File: src/rtl/rvid_pkg.sv
// Shared types, opcode codes and decode result layout for the RV32I decoder.
`default_nettype none

package rvid_pkg;

  localparam int unsigned WORD_W = 32;
  localparam int unsigned REG_W  = 5;
  localparam int unsigned FMT_W  = 3;
  localparam int unsigned OP_W   = 6;

  typedef enum logic [6:0] {
    OPC_LUI    = 7'b0110111,
    OPC_AUIPC  = 7'b0010111,
    OPC_JAL    = 7'b1101111,
    OPC_JALR   = 7'b1100111,
    OPC_BRANCH = 7'b1100011,
    OPC_LOAD   = 7'b0000011,
    OPC_STORE  = 7'b0100011,
    OPC_OP_IMM = 7'b0010011,
    OPC_OP     = 7'b0110011
  } opcode_t;

  typedef enum logic [FMT_W-1:0] {
    FMT_R = 3'd0,
    FMT_I = 3'd1,
    FMT_S = 3'd2,
    FMT_B = 3'd3,
    FMT_U = 3'd4,
    FMT_J = 3'd5
  } fmt_t;

  typedef enum logic [OP_W-1:0] {
    OP_LUI   = 6'd0,  OP_AUIPC = 6'd1,  OP_JAL   = 6'd2,  OP_JALR  = 6'd3,
    OP_BEQ   = 6'd4,  OP_BNE   = 6'd5,  OP_BLT   = 6'd6,  OP_BGE   = 6'd7,
    OP_BLTU  = 6'd8,  OP_BGEU  = 6'd9,  OP_LB    = 6'd10, OP_LH    = 6'd11,
    OP_LW    = 6'd12, OP_LBU   = 6'd13, OP_LHU   = 6'd14, OP_SB    = 6'd15,
    OP_SH    = 6'd16, OP_SW    = 6'd17, OP_ADDI  = 6'd18, OP_SLTI  = 6'd19,
    OP_SLTIU = 6'd20, OP_XORI  = 6'd21, OP_ORI   = 6'd22, OP_ANDI  = 6'd23,
    OP_SLLI  = 6'd24, OP_SRLI  = 6'd25, OP_SRAI  = 6'd26, OP_ADD   = 6'd27,
    OP_SUB   = 6'd28, OP_SLL   = 6'd29, OP_SLT   = 6'd30, OP_SLTU  = 6'd31,
    OP_XOR   = 6'd32, OP_SRL   = 6'd33, OP_SRA   = 6'd34, OP_OR    = 6'd35,
    OP_AND   = 6'd36
  } op_t;

  typedef struct packed {
    logic                     legal;
    fmt_t                     fmt;
    op_t                      op;
    logic [REG_W-1:0]         rd;
    logic [REG_W-1:0]         rs1;
    logic [REG_W-1:0]         rs2;
    logic signed [WORD_W-1:0] imm;
  } dec_res_t;

endpackage

`default_nettype wire

File: src/rtl/rvid_if.sv
// Valid/ready channel interfaces for instruction words and decode results.
`default_nettype none

interface rvid_in_if;
  import rvid_pkg::*;
  logic              valid;
  logic              ready;
  logic [WORD_W-1:0] instr_word;

  modport source (output valid, output instr_word, input ready);
  modport sink   (input valid, input instr_word, output ready);
endinterface

interface rvid_out_if;
  import rvid_pkg::*;
  logic                     valid;
  logic                     ready;
  logic                     legal;
  logic [FMT_W-1:0]         format;
  logic [OP_W-1:0]          operation;
  logic [REG_W-1:0]         dest_reg;
  logic [REG_W-1:0]         src_reg_a;
  logic [REG_W-1:0]         src_reg_b;
  logic signed [WORD_W-1:0] immediate;

  modport source (output valid, output legal, output format, output operation,
                  output dest_reg, output src_reg_a, output src_reg_b,
                  output immediate, input ready);
  modport sink   (input valid, input legal, input format, input operation,
                  input dest_reg, input src_reg_a, input src_reg_b,
                  input immediate, output ready);
endinterface

`default_nettype wire

File: src/rtl/rvid_decode.sv
// Combinational field extraction, operation lookup and immediate assembly.
`default_nettype none

module rvid_decode (
  input  logic [rvid_pkg::WORD_W-1:0] word,
  output rvid_pkg::dec_res_t          res
);
  import rvid_pkg::*;

  logic [2:0]         f3;
  logic               b30;
  logic [WORD_W-1:0]  imm_i;
  logic [WORD_W-1:0]  imm_s;
  logic [WORD_W-1:0]  imm_b;
  logic [WORD_W-1:0]  imm_u;
  logic [WORD_W-1:0]  imm_j;
  dec_res_t           dec;

  assign f3  = word[14:12];
  assign b30 = word[30];

  assign imm_i = {{20{word[31]}}, word[31:20]};
  assign imm_s = {{20{word[31]}}, word[31:25], word[11:7]};
  assign imm_b = {{19{word[31]}}, word[31], word[7], word[30:25], word[11:8], 1'b0};
  assign imm_u = {word[31:12], 12'b0};
  assign imm_j = {{11{word[31]}}, word[31], word[19:12], word[20], word[30:21], 1'b0};

  always_comb begin
    dec       = '0;
    dec.legal = 1'b1;
    unique case (word[6:0])
      OPC_LUI, OPC_AUIPC: begin
        dec.fmt = FMT_U;
        dec.op  = (word[6:0] == OPC_LUI) ? OP_LUI : OP_AUIPC;
        dec.rd  = word[11:7];
        dec.imm = imm_u;
      end
      OPC_JAL: begin
        dec.fmt = FMT_J;
        dec.op  = OP_JAL;
        dec.rd  = word[11:7];
        dec.imm = imm_j;
      end
      OPC_JALR: begin
        dec.legal = (f3 == 3'd0);
        dec.fmt   = FMT_I;
        dec.op    = OP_JALR;
        dec.rd    = word[11:7];
        dec.rs1   = word[19:15];
        dec.imm   = imm_i;
      end
      OPC_BRANCH: begin
        dec.fmt = FMT_B;
        dec.rs1 = word[19:15];
        dec.rs2 = word[24:20];
        dec.imm = imm_b;
        unique case (f3)
          3'd0:    dec.op = OP_BEQ;
          3'd1:    dec.op = OP_BNE;
          3'd4:    dec.op = OP_BLT;
          3'd5:    dec.op = OP_BGE;
          3'd6:    dec.op = OP_BLTU;
          3'd7:    dec.op = OP_BGEU;
          default: dec.legal = 1'b0;
        endcase
      end
      OPC_LOAD: begin
        dec.fmt = FMT_I;
        dec.rd  = word[11:7];
        dec.rs1 = word[19:15];
        dec.imm = imm_i;
        unique case (f3)
          3'd0:    dec.op = OP_LB;
          3'd1:    dec.op = OP_LH;
          3'd2:    dec.op = OP_LW;
          3'd4:    dec.op = OP_LBU;
          3'd5:    dec.op = OP_LHU;
          default: dec.legal = 1'b0;
        endcase
      end
      OPC_STORE: begin
        dec.fmt = FMT_S;
        dec.rs1 = word[19:15];
        dec.rs2 = word[24:20];
        dec.imm = imm_s;
        unique case (f3)
          3'd0:    dec.op = OP_SB;
          3'd1:    dec.op = OP_SH;
          3'd2:    dec.op = OP_SW;
          default: dec.legal = 1'b0;
        endcase
      end
      OPC_OP_IMM: begin
        dec.fmt = FMT_I;
        dec.rd  = word[11:7];
        dec.rs1 = word[19:15];
        dec.imm = imm_i;
        unique case (f3)
          3'd0: dec.op = OP_ADDI;
          3'd1: dec.op = OP_SLLI;
          3'd2: dec.op = OP_SLTI;
          3'd3: dec.op = OP_SLTIU;
          3'd4: dec.op = OP_XORI;
          3'd5: dec.op = b30 ? OP_SRAI : OP_SRLI;
          3'd6: dec.op = OP_ORI;
          3'd7: dec.op = OP_ANDI;
        endcase
      end
      OPC_OP: begin
        dec.fmt = FMT_R;
        dec.rd  = word[11:7];
        dec.rs1 = word[19:15];
        dec.rs2 = word[24:20];
        unique case (f3)
          3'd0: dec.op = b30 ? OP_SUB : OP_ADD;
          3'd1: dec.op = OP_SLL;
          3'd2: dec.op = OP_SLT;
          3'd3: dec.op = OP_SLTU;
          3'd4: dec.op = OP_XOR;
          3'd5: dec.op = b30 ? OP_SRA : OP_SRL;
          3'd6: dec.op = OP_OR;
          3'd7: dec.op = OP_AND;
        endcase
      end
      default: dec.legal = 1'b0;
    endcase

    // An illegal word reports every field as zero.
    if (dec.legal) begin
      res = dec;
    end else begin
      res = '0;
    end
  end

endmodule

`default_nettype wire

File: src/rtl/rv32i_instruction_decoder.sv
// Top level of the RV32I decoder: input register, decode logic, result register.
//
//  Channel  Direction  Payload                                        Handshake
//  in_chan  input      instr_word[31:0]                               valid/ready
//  out_chan output     legal, format, operation, dest_reg,            valid/ready
//                      src_reg_a, src_reg_b, immediate[31:0]
//
// One instruction is accepted per cycle while input ready is high; the word is
// held in the input register, and its decoded result is then registered in the
// result register, from which it is offered on the output channel.
// Reset empties both stages; no decode state survives between transactions.
// When the output stalls, the result register holds and the input register
// still takes one more word, so input ready drops only when both are full.
`default_nettype none

module rv32i_instruction_decoder (
  input  logic              clk,
  input  logic              rst_n,
  rvid_in_if.sink           in_chan,
  rvid_out_if.source        out_chan
);
  import rvid_pkg::*;

  logic              s1_valid_r;
  logic              s1_valid_nxt;
  logic [WORD_W-1:0] s1_word_r;
  logic              s2_valid_r;
  logic              s2_valid_nxt;
  dec_res_t          s2_res_r;
  dec_res_t          dec_res;
  logic              s2_load;
  logic              s1_load;

  rvid_decode u_decode (
    .word (s1_word_r),
    .res  (dec_res)
  );

  // The result stage can take a new word when it is empty or being drained.
  assign s2_load = s1_valid_r && (!s2_valid_r || out_chan.ready);
  assign s1_load = in_chan.valid && in_chan.ready;

  assign in_chan.ready = !s1_valid_r || !s2_valid_r || out_chan.ready;

  always_comb begin
    s1_valid_nxt = s1_load || (s1_valid_r && !s2_load);
    s2_valid_nxt = s2_load || (s2_valid_r && !out_chan.ready);
  end

  always_ff @(posedge clk) begin
    if (!rst_n) begin
      s1_valid_r <= 1'b0;
      s2_valid_r <= 1'b0;
    end else begin
      s1_valid_r <= s1_valid_nxt;
      s2_valid_r <= s2_valid_nxt;
    end
  end

  always_ff @(posedge clk) begin
    if (s1_load) begin
      s1_word_r <= in_chan.instr_word;
    end
    if (s2_load) begin
      s2_res_r <= dec_res;
    end
  end

  assign out_chan.valid     = s2_valid_r;
  assign out_chan.legal     = s2_res_r.legal;
  assign out_chan.format    = s2_res_r.fmt;
  assign out_chan.operation = s2_res_r.op;
  assign out_chan.dest_reg  = s2_res_r.rd;
  assign out_chan.src_reg_a = s2_res_r.rs1;
  assign out_chan.src_reg_b = s2_res_r.rs2;
  assign out_chan.immediate = s2_res_r.imm;

endmodule

`default_nettype wire

File: src/flat_wrapper.sv
// flat-port wrapper written by rule: the top's interface ports become plain ports
module rv32i_instruction_decoder_flat import rvid_pkg::*;
  (clk, rst_n, in_chan_valid, in_chan_instr_word, in_chan_ready, out_chan_valid, out_chan_legal, out_chan_format, out_chan_operation, out_chan_dest_reg, out_chan_src_reg_a, out_chan_src_reg_b, out_chan_immediate, out_chan_ready);
  rvid_in_if in_chan_i ();
  rvid_out_if out_chan_i ();
  input  logic clk;
  input  logic rst_n;
  input wire logic [$bits(in_chan_i.valid)-1:0] in_chan_valid;
  input wire logic [$bits(in_chan_i.instr_word)-1:0] in_chan_instr_word;
  output wire logic [$bits(in_chan_i.ready)-1:0] in_chan_ready;
  output wire logic [$bits(out_chan_i.valid)-1:0] out_chan_valid;
  output wire logic [$bits(out_chan_i.legal)-1:0] out_chan_legal;
  output wire logic [$bits(out_chan_i.format)-1:0] out_chan_format;
  output wire logic [$bits(out_chan_i.operation)-1:0] out_chan_operation;
  output wire logic [$bits(out_chan_i.dest_reg)-1:0] out_chan_dest_reg;
  output wire logic [$bits(out_chan_i.src_reg_a)-1:0] out_chan_src_reg_a;
  output wire logic [$bits(out_chan_i.src_reg_b)-1:0] out_chan_src_reg_b;
  output wire logic [$bits(out_chan_i.immediate)-1:0] out_chan_immediate;
  input wire logic [$bits(out_chan_i.ready)-1:0] out_chan_ready;
  assign in_chan_i.valid = in_chan_valid;
  assign in_chan_i.instr_word = in_chan_instr_word;
  assign in_chan_ready = in_chan_i.ready;
  assign out_chan_valid = out_chan_i.valid;
  assign out_chan_legal = out_chan_i.legal;
  assign out_chan_format = out_chan_i.format;
  assign out_chan_operation = out_chan_i.operation;
  assign out_chan_dest_reg = out_chan_i.dest_reg;
  assign out_chan_src_reg_a = out_chan_i.src_reg_a;
  assign out_chan_src_reg_b = out_chan_i.src_reg_b;
  assign out_chan_immediate = out_chan_i.immediate;
  assign out_chan_i.ready = out_chan_ready;
  rv32i_instruction_decoder u_core (.clk(clk), .rst_n(rst_n), .in_chan(in_chan_i), .out_chan(out_chan_i));
endmodule
File: config.mk
export PLATFORM = sky130hd
export DESIGN_NAME = rv32i_instruction_decoder_flat
export DESIGN_NICKNAME = d
export VERILOG_FILES = /design/src/rtl/rvid_pkg.sv /design/src/rtl/rvid_if.sv /design/src/rtl/rvid_decode.sv /design/src/rtl/rv32i_instruction_decoder.sv /design/src/flat_wrapper.sv
export SDC_FILE = /design/constraint.sdc
export NUM_CORES = 1
export LEC_CHECK = 0
export ABC_AREA = 1
export BUFFER_PORTS_ARGS = -buffer_cell sky130_fd_sc_hd__buf_2
export CAP_MARGIN = 20
export CORE_MARGIN = 3
export CORE_UTILIZATION = 48
export DETAILED_ROUTE_END_ITERATION = 12
export PLACE_DENSITY = 0.75
export SLEW_MARGIN = 20
export SYNTH_ARGS = -nofsm -noshare
export SYNTH_HDL_FRONTEND = slang
export SYNTH_SLANG_ARGS = --single-unit
File: constraint.sdc
create_clock -name clk -period 4.4 [get_ports clk]
set_clock_uncertainty 0.1 [all_clocks]
set_input_delay 0.88 -clock clk [delete_from_list [all_inputs] [get_ports clk]]
set_output_delay 0.88 -clock clk [all_outputs]
set_load 0.01 [all_outputs]
==> out/qor.csv, run 1 <==
metric;value;unit
run status;finished, final reports clean;
setup_tns;0;ps
HP Class;register to register;
maximum number of pins on one net before global-route repair;38;
slowest library cell on the worst path;sky130_fd_sc_hd__nor2_1;
minimum clock period;2520;ps
antenna violations before repair;0;
proportion of power drawn by combinational gates;6.4;%
delay contributed by the slowest stage of the critical path;170;ps
total number of vias;2879;
Worst Setup Path Type;input pin to primary output;
internal power contribution;1.28;mW
gpl congestion;0.860;
number of port buffers;94;
number of cells upsized or downsized after cts;0;
Layout Utilization;60.3;%
CTS sink count;91;
portion of the post-synthesis area used by sequential elements;66.7;%
Die Wd;98.0;µm
max-cap check violation count;0;
share of the cycle needed by the critical path after routing;57.2;%
largest voltage drop on the vdd net;0.000171;V
number of warnings printed during yosys synthesis;0;
worst hold slack;451;ps
via count of the first global-routing pass;2739;
depth of the worst register-to-register path;9;
# fillers;668;
RSZ-0062 raised after global routing;false;
Sequential Power Share;60.5;%
Synth Cell Area;4060;µm²
switching power as a share of total power;22.8;%
final global-route overflow total;0;
Rel. slew slack;51.9;%
number of clock buffers inserted by TritonCTS;9;
Net Switching;377;µW
number of endpoints failing setup at the final stage;0;
kind of end point of the critical path;primary output;
Syn Inst Count;380;
detailed-route wire length;8190;µm
first-pass GRT wire length;13400;µm
Die Y;98.0;µm
area growth from synthesis to layout;18.3;%
category of the worst setup path launch point;input pin;
placement-stage worst setup slack;1780;ps
arrival time at the worst endpoint;1540;ps
proportion of layout cells with a drive suffix above 1;28.9;%
die outline area;9610;µm²
syn avg cell area;10.7;µm²
Nets;515;
cell area after layout;4810;µm²
Clock Power Share;33.1;%
Core ar.;7970;µm²
synthesized netlist net count;416;
Root Buffer Master;sky130_fd_sc_hd__clkbuf_8;
vias per inst;4.91;
number of hold buffers added after cts;0;
critical path, cell by cell;buf_2 -> inv_1 -> nand2_1 -> nor2_1 -> inv_1 -> buf_2;
f_max;397;MHz
total number of H-tree levels;3;
data required time of the critical path;3420;ps
final antenna-violating net count;0;
clock-pin transition on the worst setup and hold timing paths;80;ps
slew at the pin closest to its max-slew limit;720;ps
number of buffers added for setup after CTS;0;
cell area reported after detailed placement;4610;µm²
detailed placement HPWL;6110;µm
worst-skew pair later-pin latency;360;ps
GR Util All Layers;17.7;%
count of pins over their slew limit;0;
wire length per cell after detailed routing;14.0;µm
effective utilization at floorplan;51.0;%
TritonCTS clock tree;built;
highest net fanout along the worst path;2;
IO Pins;95;
Iteration-0 DRC Markers;222;
worst hold path stage count;2;
Power Dens Cells;345;nW/µm²
remaining design rule violation count;0;
ANT cells;0;
Pleak;2.34;nW
synthesis-stage register bit count;91;
Bufs on Longest Clock Path;2;
length of the first detailed-routing pass in iterations;5;
final critical-path setup slack;1880;ps
Std-Cell Rows;32;
number of distinct library cell variants in the gate-level netlist after synthesis;25;
final number of hold-violating endpoints;0;
metrics by stage:
step | power (mW) | cells
2_1_floorplan | 1.09 | 380
3_3_place_gp | 1.13 | 570
3_5_place_dp | 1.13 | 570
4_1_cts | 1.67 | 586
5_1_grt | 1.73 | 586
6_report | 1.66 | 586
synth_stat cells, drive strengths merged:
cell type	n	area, µm²
nand2	94	378
edfxtp	89	2670
inv	61	231
nor2	58	278
nand3	41	228
o21ai	11	58.8
buf	8	76.3
a22oi	5	37.5
a21oi	4	20.0
nand4	4	25.0
dfxtp	2	40.0
nor3	2	10.0
o2111ai	1	8.76
worst paths after layout:
| check | slack, ps | from | to |
|---|---|---|---|
| setup reg to reg | 2100 | u_core.s1_word_r[3]$_DFFE_PP_ | u_core.out_chan.dest_reg[1]$_SDFFCE_PN0P_ |
| hold reg to reg | 450 | u_core.s1_valid_r$_SDFF_PN0_ | u_core.out_chan.valid$_SDFF_PN0_ |
| hold / removal | 450 | u_core.s1_valid_r$_SDFF_PN0_ | u_core.out_chan.valid$_SDFF_PN0_ |
| setup / recovery | 1880 | out_chan_ready | in_chan_ready |
power by group through the flow:
stage	Sequential [mW]	Combinational (mW)	Clock, mW
2_1_floorplan	1.02	0.0619	0
3_5_place_dp	1.02	0.107	0
3_3_place_gp	1.02	0.105	0
6_report	1.00	0.106	0.548
5_1_grt	1.01	0.119	0.606
4_1_cts	1.00	0.107	0.558
critical path: cells and delay by family:
family,cells,cell delay (ps)
and+or+nand+nor,2,260
buffers and inverters,4,390
routing by layer:
layer,part of all wire [%],GRT usage [%],vias up
met1,41,22.5,1292
met4,2.1,7.67,0
met3,7.4,3.79,15
met5,0,0,-
met2,50,29.3,124
li1,-,-,1448
placed cells by master (no fill, tap or decap), types with 2 or more instances in the layout:
master | synthesis | layout
sky130_fd_sc_hd__buf_2 | 3 | 94
sky130_fd_sc_hd__edfxtp_1 | 89 | 89
sky130_fd_sc_hd__nand2_1 | 88 | 88
sky130_fd_sc_hd__inv_1 | 59 | 59
sky130_fd_sc_hd__nor2_1 | 42 | 41
sky130_fd_sc_hd__nand3_1 | 38 | 38
sky130_fd_sc_hd__nor2_2 | 12 | 13
sky130_fd_sc_hd__o21ai_0 | 10 | 10
sky130_fd_sc_hd__clkbuf_8 | 0 | 9
sky130_fd_sc_hd__a22oi_1 | 5 | 5
sky130_fd_sc_hd__nor2_4 | 4 | 4
sky130_fd_sc_hd__nand2_2 | 4 | 4
sky130_fd_sc_hd__nand4_1 | 4 | 4
sky130_fd_sc_hd__a21oi_1 | 4 | 3
sky130_fd_sc_hd__nand3_2 | 2 | 2
sky130_fd_sc_hd__nand2_4 | 2 | 2
sky130_fd_sc_hd__nor3_1 | 2 | 2
sky130_fd_sc_hd__buf_4 | 1 | 2
sky130_fd_sc_hd__dfxtp_1 | 2 | 2
logic make-up after synthesis:
| family | synth area share [%] |
|---|---|
| flip-flops | 66.7 |
| AO/OA/AOI/OAI | 3.08 |
| AND/OR/NAND/NOR | 22.6 |
| buffers and inverters | 7.57 |
area by class of cell:
type                            instances  area [µm²]  area share (%)
Clock buffer                           10         128            2.66
Clock inverter                          6        63.8            1.33
Inverter                               61         231            4.82
Multi-Input combinational cell        220        1060            22.0
Sequential cell                        91        2710            56.4
Tap cell                              102         128            2.66
Timing Repair Buffer                   96         485            10.1
No activity file was read; power rests on OpenSTA's default activity.
==> run 2: changes to the inputs <==
Settings changed: ABC_AREA 1 to 0, CORE_UTILIZATION 48 to 53, PLACE_DENSITY 0.75 to 0.79.
Clock period 4.4 ns to 2.6 ns, I/O delays scaled along.
==> run 2 against run 1 <==
  * Clock power rose by 74%
  * Via count shrank 2.9%
  * Power up 76%
  * Die area decreased by 13%
  * Cell count down 15%
  * Flip-flop and latch count unchanged
==> out/qor.csv, run 2 <==
metric;value;unit;change
GR Util All Layers;20.4;%;+2.7 points
Die Wd;91.6;µm;-6.5%
Area contributors post-synth;sky130_fd_sc_hd__edfxtp_1 69%, sky130_fd_sc_hd__a21oi_1 3.9%, sky130_fd_sc_hd__and2_1 3.5%;;
origin of the worst setup path;u_core.s1_word_r[12]$_DFFE_PP_;;
Die Y;91.6;µm;-6.5%
critical path, cell by cell;nor3_1 -> o2111a_1 -> or3_4 -> o22ai_4 -> nor2_1;;
Crit Reg-Reg Startpoint;u_core.s1_word_r[12]$_DFFE_PP_;;
leading cell type in the layout, fill and taps excluded;sky130_fd_sc_hd__buf_2;;
setup slack of the most critical reg-to-reg path;270;ps;-1830 ps
maximum number of pins on one net before global-route repair;58;;+53%
f_max;429;MHz;
final antenna-violating net count;0;;unchanged
worst hold endpoint;u_core.s1_word_r[18]$_DFFE_PP_;;
depth of the worst register-to-register path;5;;-4
cell count after placement;483;;-15%
placement-stage worst setup slack;318;ps;-1470 ps
list of most frequent post-synthesis cells;89 x sky130_fd_sc_hd__edfxtp_1, 30 x sky130_fd_sc_hd__a21oi_1, 29 x sky130_fd_sc_hd__nand2_1;;
area growth from synthesis to layout;21.8;%;
Worst Setup Path Type;register to register;;
via count of the first global-routing pass;2727;;-0.44%
final critical-path setup slack;270;ps;-1610 ps
number of port buffers;94;;unchanged
Core ar.;6940;µm²;-13%
Rel. slew slack;51.7;%;-0.13 points
number of endpoints failing setup at the final stage;0;;unchanged
FFs w/ async S/R, synth;0;%;unchanged
Std-Cell Rows;30;;-6.3%
Synth Cell Area;3890;µm²;-4.4%
IO Pins;95;;unchanged
data required time of the critical path;2600;ps;-820 ps
RSZ-0062 raised after global routing;false;;
Root Buffer Master;sky130_fd_sc_hd__clkbuf_8;;
worst hold path stage count;1;;-1
Post-Layout Cell Count;498;;-15%
detailed-route wire length;8320;µm;+1.6%
Power Dens Cells;616;nW/µm²;+79%
highest net fanout along the worst path;15;;+13
number of cells upsized or downsized after cts;0;;unchanged
max-cap check violation count;0;;unchanged
vias per inst;5.61;;+14%
cell area reported after detailed placement;4540;µm²;-1.7%
wire length per cell after detailed routing;16.7;µm;+20%
cell area after layout;4730;µm²;-1.5%
largest voltage drop on the vdd net;0.000332;V;+95%
fraction of synthesized cell area taken by the top area cell type;68.8;%;+3.0 points
kind of end point of the critical path;register;;
most numerous cell in the Yosys netlist;sky130_fd_sc_hd__edfxtp_1;;
proportion of layout cells with a drive suffix above 1;34.6;%;+5.7 points
proportion of power drawn by combinational gates;7.9;%;+1.5 points
length of the first detailed-routing pass in iterations;5;;unchanged
synthesis-stage register bit count;91;;unchanged
total number of H-tree levels;3;;unchanged
CTS sink count;91;;unchanged
delay contributed by the slowest stage of the critical path;640;ps;+470 ps
final number of hold-violating endpoints;0;;unchanged
total number of vias;2795;;-2.9%
portion of the post-synthesis area used by sequential elements;69.8;%;+3.1 points
final global-route overflow total;0;;unchanged
detailed placement HPWL;5780;µm;-5.3%
remaining design rule violation count;0;;unchanged
die outline area;8400;µm²;-13%
setup_tns;0;ps;unchanged
number of distinct library cell variants in the gate-level netlist after synthesis;54;;+120%
total power draw;2.92;mW;+76%
number of enable-type register cells in the synthesized netlist;89;;unchanged
cell type contributing the most total cell area after synthesis;sky130_fd_sc_hd__edfxtp_1;;
internal power contribution;2.23;mW;+74%
Main synth FF type;sky130_fd_sc_hd__edfxtp_1;;
number of hold buffers added after cts;0;;unchanged
antenna violations before repair;0;;unchanged
most frequent cells in the layout;94 x sky130_fd_sc_hd__buf_2, 89 x sky130_fd_sc_hd__edfxtp_1, 30 x sky130_fd_sc_hd__a21oi_1;;
FF-to-FF End;u_core.out_chan.immediate[1]$_SDFFCE_PN0P_;;
number of clock buffers inserted by TritonCTS;9;;unchanged
synthesized netlist net count;327;;-21%
Net Switching;684;µW;+81%
effective utilization at floorplan;56.0;%;+5.0 points
number of buffers added for setup after CTS;0;;unchanged
clock-pin transition on the worst setup and hold timing paths;100;ps;+20 ps
Sequential Power Share;59.4;%;-1.1 points
Bufs on Longest Clock Path;2;;unchanged
ANT cells;0;;unchanged
Clock Power Share;32.8;%;-0.3 points
gpl congestion;0.883;;+2.7%
Nets;434;;-16%
count of pins over their slew limit;0;;unchanged
number of warnings printed during yosys synthesis;0;;unchanged
share of the cycle needed by the critical path after routing;89.6;%;
HP Class;input pin to register;;
run status;finished, final reports clean;;
Iteration-0 DRC Markers;240;;+8.1%
TritonCTS clock tree;built;;
slew at the pin closest to its max-slew limit;724;ps;+4.61 ps
minimum clock period;2330;ps;
syn avg cell area;13.4;µm²;+25%
Pleak;1.68;nW;-28%
category of the worst setup path launch point;register;;
global routing usage on met3;4.84;%;+1.1 points
layer with the highest usage;met2;;
global routing usage on met1;25.8;%;+3.2 points
first-pass GRT wire length;13200;µm;-1.4%
arrival time at the worst endpoint;2330;ps;+790 ps
switching power as a share of total power;23.5;%;+0.71 points
min-delay src;in_chan_instr_word[18];;
worst-skew pair later-pin latency;360;ps;about the same
slowest library cell on the worst path;sky130_fd_sc_hd__edfxtp_1;;
Syn Inst Count;291;;-23%
global routing met2 resource utilization;32.8;%;+3.5 points
==> run 2: per-layer routing <==
metal / vias to the layer above / share of wire (%)
li1: 1306 / -
met1: 1316 / 38
met2: 154 / 51
met3: 19 / 9.0
met4: 0 / 2.3
met5: - / 0
==> run 2: area by class of cell <==
type	instances	area [µm²]
Clock buffer	9	124
Clock inverter	6	73.8
Fill cell	477	2210
Inverter	7	26.3
Multi-Input combinational cell	178	1080
Sequential cell	91	2710
Tap cell	96	120
Timing Repair Buffer	111	598
==> run 2: cell families after synthesis <==
family                    synth area share, %
DFF                                      69.8
AOI/OAI and AO/OA                        11.5
xor gates and xnor gates                0.225
and+or+nand+nor                          15.1
muxes                                   0.805
buffers and inverters                    2.61
==> run 2: worst max-delay path by stage <==
stage / endpoint / slack, ps / cells after the start
detailed placement: u_core.out_chan.immediate[3]$_SDFFCE_PN0P_ / 320 / 5
global placement: u_core.out_chan.immediate[4]$_SDFFCE_PN0P_ / 380 / 5
finish: u_core.out_chan.immediate[1]$_SDFFCE_PN0P_ / 270 / 5
global route: u_core.out_chan.immediate[16]$_SDFFCE_PN0P_ / 160 / 5
CTS: u_core.out_chan.immediate[3]$_SDFFCE_PN0P_ / 280 / 5
floorplan: u_core.out_chan.immediate[15]$_SDFFCE_PN0P_ / 490 / 7
==> run 2: worst max-delay path, delay by kind of cell (launching register included) <==
family           cells  cell delay (ps)
AO/OA/AOI/OAI        2              680
AND/OR/NAND/NOR      3              650
flip-flops           1              640
==> run 2: stage by stage <==
stage | util, % | hold WS (ps)
after detailed placement | 65.3 | 416
after CTS | 68.2 | 207
final | 68.2 | 221
after global routing | 68.2 | 207
after floorplan | - | 385
after global placement | 65.3 | 409
==> run 2: power groups by stage <==
stage          combinational [mW]  clock (mW)  sequential [mW]
3_5_place_dp                0.230           0             1.76
2_1_floorplan               0.101           0             1.77
4_1_cts                     0.230       0.975             1.73
6_report                    0.229       0.956             1.73
5_1_grt                     0.251        1.03             1.74
3_3_place_gp                0.226           0             1.76
